### src/sv/bda_pkg.sv
package bda_pkg;

  localparam int OUT_WIDTH_W  = 11;
  localparam int OUT_HEIGHT_W = 13;
  localparam int CFG_DATA_W   = 13;
  localparam int CFG_INDEX_W  = 1;
  localparam int ROW_W        = 12;
  localparam int DIM_W        = 14;
  localparam int SUM_W        = 16;
  localparam int CHAN_W       = 8;
  localparam int MAX_HEIGHT   = 4096;

  localparam logic [CFG_INDEX_W-1:0] REG_OUT_WIDTH  = 1'b0;
  localparam logic [CFG_INDEX_W-1:0] REG_OUT_HEIGHT = 1'b1;

  localparam logic [OUT_WIDTH_W-1:0]  OUT_WIDTH_RST  = 11'd640;
  localparam logic [OUT_HEIGHT_W-1:0] OUT_HEIGHT_RST = 13'd480;

  typedef struct packed {
    logic [CHAN_W-1:0] sample_red;
    logic [CHAN_W-1:0] sample_green;
    logic [CHAN_W-1:0] sample_blue;
  } sample_t;

  typedef struct packed {
    logic [CHAN_W-1:0] pixel_red;
    logic [CHAN_W-1:0] pixel_green;
    logic [CHAN_W-1:0] pixel_blue;
    logic              frame_end;
  } pixel_t;

  typedef struct packed {
    logic [SUM_W-1:0] red;
    logic [SUM_W-1:0] green;
    logic [SUM_W-1:0] blue;
  } sums_t;

  typedef struct packed {
    logic  valid;
    logic  first;
    logic  emit;
    logic  frame_end;
    sums_t sums;
  } issue_t;

endpackage

### src/sv/bda_ctrl.sv
module bda_ctrl #(
  parameter int FACTOR        = 2,
  parameter int MAX_OUT_WIDTH = 1024,
  parameter int COL_W         = 10
) (
  input  logic                             clk,
  input  logic                             rst_n,
  input  logic                             accept,
  input  bda_pkg::sample_t                 in_data,
  input  logic                             cfg_we,
  input  logic [bda_pkg::CFG_INDEX_W-1:0]  cfg_index,
  input  logic [bda_pkg::CFG_DATA_W-1:0]   cfg_data,
  output bda_pkg::issue_t                  issue,
  output logic [COL_W-1:0]                 issue_col
);

  localparam int SUB_W = $clog2(FACTOR + 1);

  logic [bda_pkg::OUT_WIDTH_W-1:0]  out_width_r;
  logic [bda_pkg::OUT_HEIGHT_W-1:0] out_height_r;
  logic [SUB_W-1:0]                 sub_col_r, sub_col_nxt;
  logic [SUB_W-1:0]                 sub_row_r, sub_row_nxt;
  logic [COL_W-1:0]                 out_col_r, out_col_nxt;
  logic [bda_pkg::ROW_W-1:0]        out_row_r, out_row_nxt;
  bda_pkg::sums_t                   rp_r, rp_nxt, rp_sum;

  logic [bda_pkg::DIM_W-1:0] w_raw, h_raw, w_eff, h_eff;
  logic [bda_pkg::DIM_W-1:0] col_ext, colc_ext, col_inc;
  logic [bda_pkg::DIM_W-1:0] row_ext, rowc_ext, row_inc;
  logic [SUB_W-1:0]          sub_col_inc, sub_row_inc;
  logic                      block_done, col_wrap, row_wrap;

  always_comb begin
    w_raw = bda_pkg::DIM_W'(out_width_r);
    h_raw = bda_pkg::DIM_W'(out_height_r);
    priority if (w_raw == '0) begin
      w_eff = bda_pkg::DIM_W'(1);
    end else if (w_raw > bda_pkg::DIM_W'(MAX_OUT_WIDTH)) begin
      w_eff = bda_pkg::DIM_W'(MAX_OUT_WIDTH);
    end else begin
      w_eff = w_raw;
    end
    priority if (h_raw == '0) begin
      h_eff = bda_pkg::DIM_W'(1);
    end else if (h_raw > bda_pkg::DIM_W'(bda_pkg::MAX_HEIGHT)) begin
      h_eff = bda_pkg::DIM_W'(bda_pkg::MAX_HEIGHT);
    end else begin
      h_eff = h_raw;
    end
  end

  always_comb begin
    rp_sum.red   = rp_r.red   + bda_pkg::SUM_W'(in_data.sample_red);
    rp_sum.green = rp_r.green + bda_pkg::SUM_W'(in_data.sample_green);
    rp_sum.blue  = rp_r.blue  + bda_pkg::SUM_W'(in_data.sample_blue);

    sub_col_inc = sub_col_r + SUB_W'(1);
    sub_row_inc = sub_row_r + SUB_W'(1);
    block_done  = (sub_col_inc >= SUB_W'(FACTOR));

    col_ext  = bda_pkg::DIM_W'(out_col_r);
    colc_ext = (col_ext >= w_eff) ? (w_eff - bda_pkg::DIM_W'(1)) : col_ext;
    col_inc  = colc_ext + bda_pkg::DIM_W'(1);
    col_wrap = (col_inc >= w_eff);

    row_ext  = bda_pkg::DIM_W'(out_row_r);
    rowc_ext = (row_ext >= h_eff) ? (h_eff - bda_pkg::DIM_W'(1)) : row_ext;
    row_inc  = rowc_ext + bda_pkg::DIM_W'(1);
    row_wrap = (row_inc >= h_eff);

    sub_col_nxt = sub_col_r;
    sub_row_nxt = sub_row_r;
    out_col_nxt = out_col_r;
    out_row_nxt = out_row_r;
    rp_nxt      = rp_r;
    if (accept) begin
      if (!block_done) begin
        sub_col_nxt = sub_col_inc;
        rp_nxt      = rp_sum;
      end else begin
        sub_col_nxt = '0;
        rp_nxt      = '0;
        out_row_nxt = rowc_ext[bda_pkg::ROW_W-1:0];
        if (col_wrap) begin
          out_col_nxt = '0;
          if (sub_row_inc >= SUB_W'(FACTOR)) begin
            sub_row_nxt = '0;
            out_row_nxt = row_wrap ? '0 : row_inc[bda_pkg::ROW_W-1:0];
          end else begin
            sub_row_nxt = sub_row_inc;
          end
        end else begin
          out_col_nxt = col_inc[COL_W-1:0];
        end
      end
    end

    issue.valid     = accept && block_done;
    issue.first     = (sub_row_r == '0);
    issue.emit      = (sub_row_inc >= SUB_W'(FACTOR));
    issue.frame_end = col_wrap && row_wrap;
    issue.sums      = rp_sum;
    issue_col       = colc_ext[COL_W-1:0];
  end

  always_ff @(posedge clk) begin
    if (!rst_n) begin
      out_width_r  <= bda_pkg::OUT_WIDTH_RST;
      out_height_r <= bda_pkg::OUT_HEIGHT_RST;
    end else if (cfg_we) begin
      unique case (cfg_index)
        bda_pkg::REG_OUT_WIDTH:  out_width_r  <= cfg_data[bda_pkg::OUT_WIDTH_W-1:0];
        bda_pkg::REG_OUT_HEIGHT: out_height_r <= cfg_data[bda_pkg::OUT_HEIGHT_W-1:0];
      endcase
    end
  end

  always_ff @(posedge clk) begin
    if (!rst_n) begin
      sub_col_r <= '0;
      sub_row_r <= '0;
      out_col_r <= '0;
      out_row_r <= '0;
      rp_r      <= '0;
    end else begin
      sub_col_r <= sub_col_nxt;
      sub_row_r <= sub_row_nxt;
      out_col_r <= out_col_nxt;
      out_row_r <= out_row_nxt;
      rp_r      <= rp_nxt;
    end
  end

endmodule

### config.mk
export PLATFORM = sky130hd
export DESIGN_NAME = bda_ctrl
export DESIGN_NICKNAME = d
export VERILOG_FILES = /design/src/sv/bda_pkg.sv /design/src/sv/bda_ctrl.sv
export SDC_FILE = /design/constraint.sdc
export NUM_CORES = 1
export LEC_CHECK = 0
export ABC_AREA = 1
export BUFFER_PORTS_ARGS = -buffer_cell sky130_fd_sc_hd__buf_2
export CORE_ASPECT_RATIO = 1.2
export CORE_MARGIN = 2
export CORE_UTILIZATION = 58
export DETAILED_ROUTE_END_ITERATION = 12
export GPL_ROUTABILITY_DRIVEN = 0
export MAX_ROUTING_LAYER = met4
export PLACE_DENSITY = 0.84
export SYNTH_ARGS = -nofsm -noshare
export SYNTH_HDL_FRONTEND = slang
export SYNTH_SLANG_ARGS = --single-unit
### constraint.sdc
create_clock -name clk -period 12 [get_ports clk]
set_input_delay 1.8 -clock clk [delete_from_list [all_inputs] [get_ports clk]]
set_output_delay 1.8 -clock clk [all_outputs]
set_load 0.005 [all_outputs]
==> impl_summary.txt <==
----------------------------------------------------
[Clock network]
  Number of setup buffers added after CTS ... 0
  Total of hold buffers inserted after clock tree synthesis ... 0
  Clock-pin transition on the worst setup and hold timing paths ... 0.07 ns
  Maximum clock path buffer count ... 2
  Clock tree from TritonCTS ... built
  Level count of the clock H-tree ... 3
  Clk Tree Root Cell ... sky130_fd_sc_hd__clkbuf_16
  Count of clock tree sinks ... 98
  Number of instances resized during post-cts repair ... 0
  Clock Latency Late Sink ... 0.35 ns
  CTS buffer count ... 9

[Yosys]
  Gate count after technology mapping ... 1110
  Total standard cell area after synthesis ... 7630 um^2
  Number of nets in the synthesized netlist ... 1231
  Post-synth top area share ... 0.257
  Number of synthesized flops with an enable pin ... 0
  Yosys top cell by area ... sky130_fd_sc_hd__dfxtp_1
  Mean cell area of the mapped netlist ... 6.87 um^2
  Cell types occupying the most area after synthesis ... sky130_fd_sc_hd__dfxtp_1, sky130_fd_sc_hd__nand2_1, sky130_fd_sc_hd__ha_1
  Fraction of the yosys area taken by sequential cells ... 0.257
  Synth Flop Type ... sky130_fd_sc_hd__dfxtp_1
  Number of distinct library cells after synthesis ... 59
  Count of state elements after synthesis ... 98
  Yosys warns ... 0
  Fraction of registers with async set or reset after synthesis ... 0

[Final layout]
  Final instance area ... 8490 um^2
  Post-route core utilization ... 0.668
  Commonest cells after routing, fill and taps aside ... sky130_fd_sc_hd__nand2_1, sky130_fd_sc_hd__inv_1, sky130_fd_sc_hd__a21oi_1
  Layout overhead on the synthesized area ... 11.4%
  Final standard cell count with taps included and fillers excluded ... 1364
  Most common cell after layout, fill and taps aside ... sky130_fd_sc_hd__nand2_1
  Multi-input combinational cell area ... 4960 um^2
  FILL cells ... 1146
  Nets ... 1314
  Layout cell share with drive strength beyond 1 ... 0.164
  Combined flip-flop and latch cell area ... 1960 um^2

[Die]
  Area of the placeable core ... 12700 um^2
  Overall die width ... 109 um
  Number of placement rows ... 45
  Die Y ... 130 um
  Total die area ... 14100 um^2
  Starting utilization of the core area ... 0.599
  Number of top-level pins ... 104

[Setup path]
  Critical path data arrival time ... 5.33 ns
  Critical path class ... register to output port
  Endpoint required time on the critical path ... 10.20 ns
  Most repeated library cell on the critical path ... sky130_fd_sc_hd__nand3_1
  Longest individual stage delay on the worst path ... 0.80 ns
  Critical Path End Type ... output port
  Highest net fanout along the worst path ... 25
  Worst setup SP type ... register
  Cell type of the slowest stage on the worst timing path ... sky130_fd_sc_hd__a21oi_1

[STA]
  Setup TNS ... 0 ns
  Unrepaired setup endpoints after global routing ... no
  Setup violations, final ... 0
  Final period demand of the worst path ... 7.13 ns
  Worst-Margin Slew ... 1.05 ns
  Max Clock Skew ... 0.00620 ns
  Final Max Slew Viols ... 0
  Hold violation count in the final report ... 0
  Worst slew margin relative to its limit ... 0.303
  Share of the clock period used by the worst path ... 0.594
  Fmax achieved ... 140 MHz

[Placed design]
  Total half-perimeter wirelength after legalization and detailed placement ... 14.3 mm
  Cell area after placement ... 8180 um^2
  Post-Place Cells ... 1346
  Port Buffers ... 103

[Power and ir drop]
  Peak supply drop ... 99.5 uV
  Leakage power total ... 4.19 nW
  Power per unit of standard cell area ... 106 nW/um^2

[Drt]
  Detailed-router iteration count before antenna repair ... 5
  DRC violation total after the first TritonRoute iteration ... 501
  DRC violation count after routing ... 0
  Avg Vias per Cell ... 5.48
  Total number of vias ... 7469
  Routed Antenna Nets ... 0
  Routed wirelength normalized by instance count ... 13.9 um
  Routed WL ... 19.0 mm

[Global routing]
  Number of antenna violations at the first check in global routing ... 2
  Aggregate global routing overflow ... 0
  Wire length of the first global-routing pass ... 32.0 mm
  Largest net degree at the start of global routing ... 52
  Vias in the first global route ... 7084
  GR Util All Layers ... 0.289

[Flow run]
  Max capacitance violation total ... 0

[Worst hold path]
  Hold crit path type ... register to register

[Status]
  Result of the run ... complete, no violations

----------------------------------------------------
==> synthesized netlist by cell type, drive strengths merged, types with 2 or more instances <==
library cell / count
nand2: 299
inv: 131
a21oi: 109
nor2: 101
dfxtp: 98
ha: 76
nand3: 71
o21ai: 58
xor2: 34
clkbuf: 21
xnor2: 20
nand4: 15
buf: 13
nor3: 13
or2: 5
and2: 4
clkinv: 4
o21bai: 4
o32ai: 4
fa: 3
nand3b: 3
o211ai: 3
o22ai: 3
o41ai: 3
a22oi: 2
a31oi: 2
nor4: 2
==> logic make-up after synthesis <==
family,share of synthesized area
compound gates,0.147
xor+xnor,0.0630
fa+ha+maj,0.133
buf+inv,0.0932
flops,0.257
simple gates,0.307
==> state kept, by name, summed over array words and instances, names as in the netlist <==
register and count:
rp_r 48, out_height_r 13, out_row_r 12, out_width_r 11
out_col_r 10, sub_col_r 2, sub_row_r 2
==> final timing paths <==
path	from	end	slack, ns	cells past startpoint
worst max-delay path	out_height_r[4]	issue[48]	4.87	29
worst min-delay path	sub_row_r[1]	sub_row_r[1]	0.46	2
worst max register to register	out_height_r[4]	out_row_r[8]	6.62	31
worst min register to register	sub_row_r[1]	sub_row_r[1]	0.46	2
==> critical path: cells and delay by family (launching register included) <==
family                     cells  cell delay [ns]
and+or+nand+nor               18             2.05
adders and majority gates      2             0.59
buffers and inverters          4             0.39
AOI/OAI and AO/OA              4             1.32
xor gates and xnor gates       1             0.21
DFF                            1             0.38
==> per-stage QoR <==
step                hold slack, ns  setup WS [ns]  total power (W)
detailed placement           0.449           5.36         0.000592
global route                 0.491           4.27         0.000947
CTS                          0.459           4.96         0.000901
global placement             0.438           5.47         0.000587
floorplan                    0.420           6.29         0.000526
finish                       0.457           4.87         0.000897
==> area by class of cell <==
| type | instances | share of cell area |
|---|---|---|
| multi-input cells | 843 | 0.584 |
| flip-flops and latches | 98 | 0.231 |
| repair buffers | 106 | 0.0633 |
| inverters | 135 | 0.0601 |
| clock buffers | 11 | 0.0298 |
| well taps | 164 | 0.0242 |
| clock inverters | 5 | 0.00707 |
| diodes | 2 | 0.000589 |
==> metal layers <==
layer | global-route usage | routed length [um] | part of all wire | vias up
met5 | - | 0 | 0 | -
li1 | - | - | - | 3805
met1 | 0.335 | 8070 | 0.42 | 3404
met3 | 0.0594 | 1130 | 0.059 | 47
met2 | 0.486 | 9250 | 0.49 | 213
met4 | 0.119 | 548 | 0.029 | 0
==> report_power, final <==
part / switching, W / internal, W / total, W / leakage (nW)
registers: 0.0000129 / 0.000340 / 0.000353 / 0.798
logic: 0.000146 / 0.0000900 / 0.000236 / 3.24
clock network: 0.000134 / 0.000174 / 0.000308 / 0.153
total: 0.000292 / 0.000604 / 0.000897 / 4.19
No activity file was read; power rests on OpenSTA's default activity.
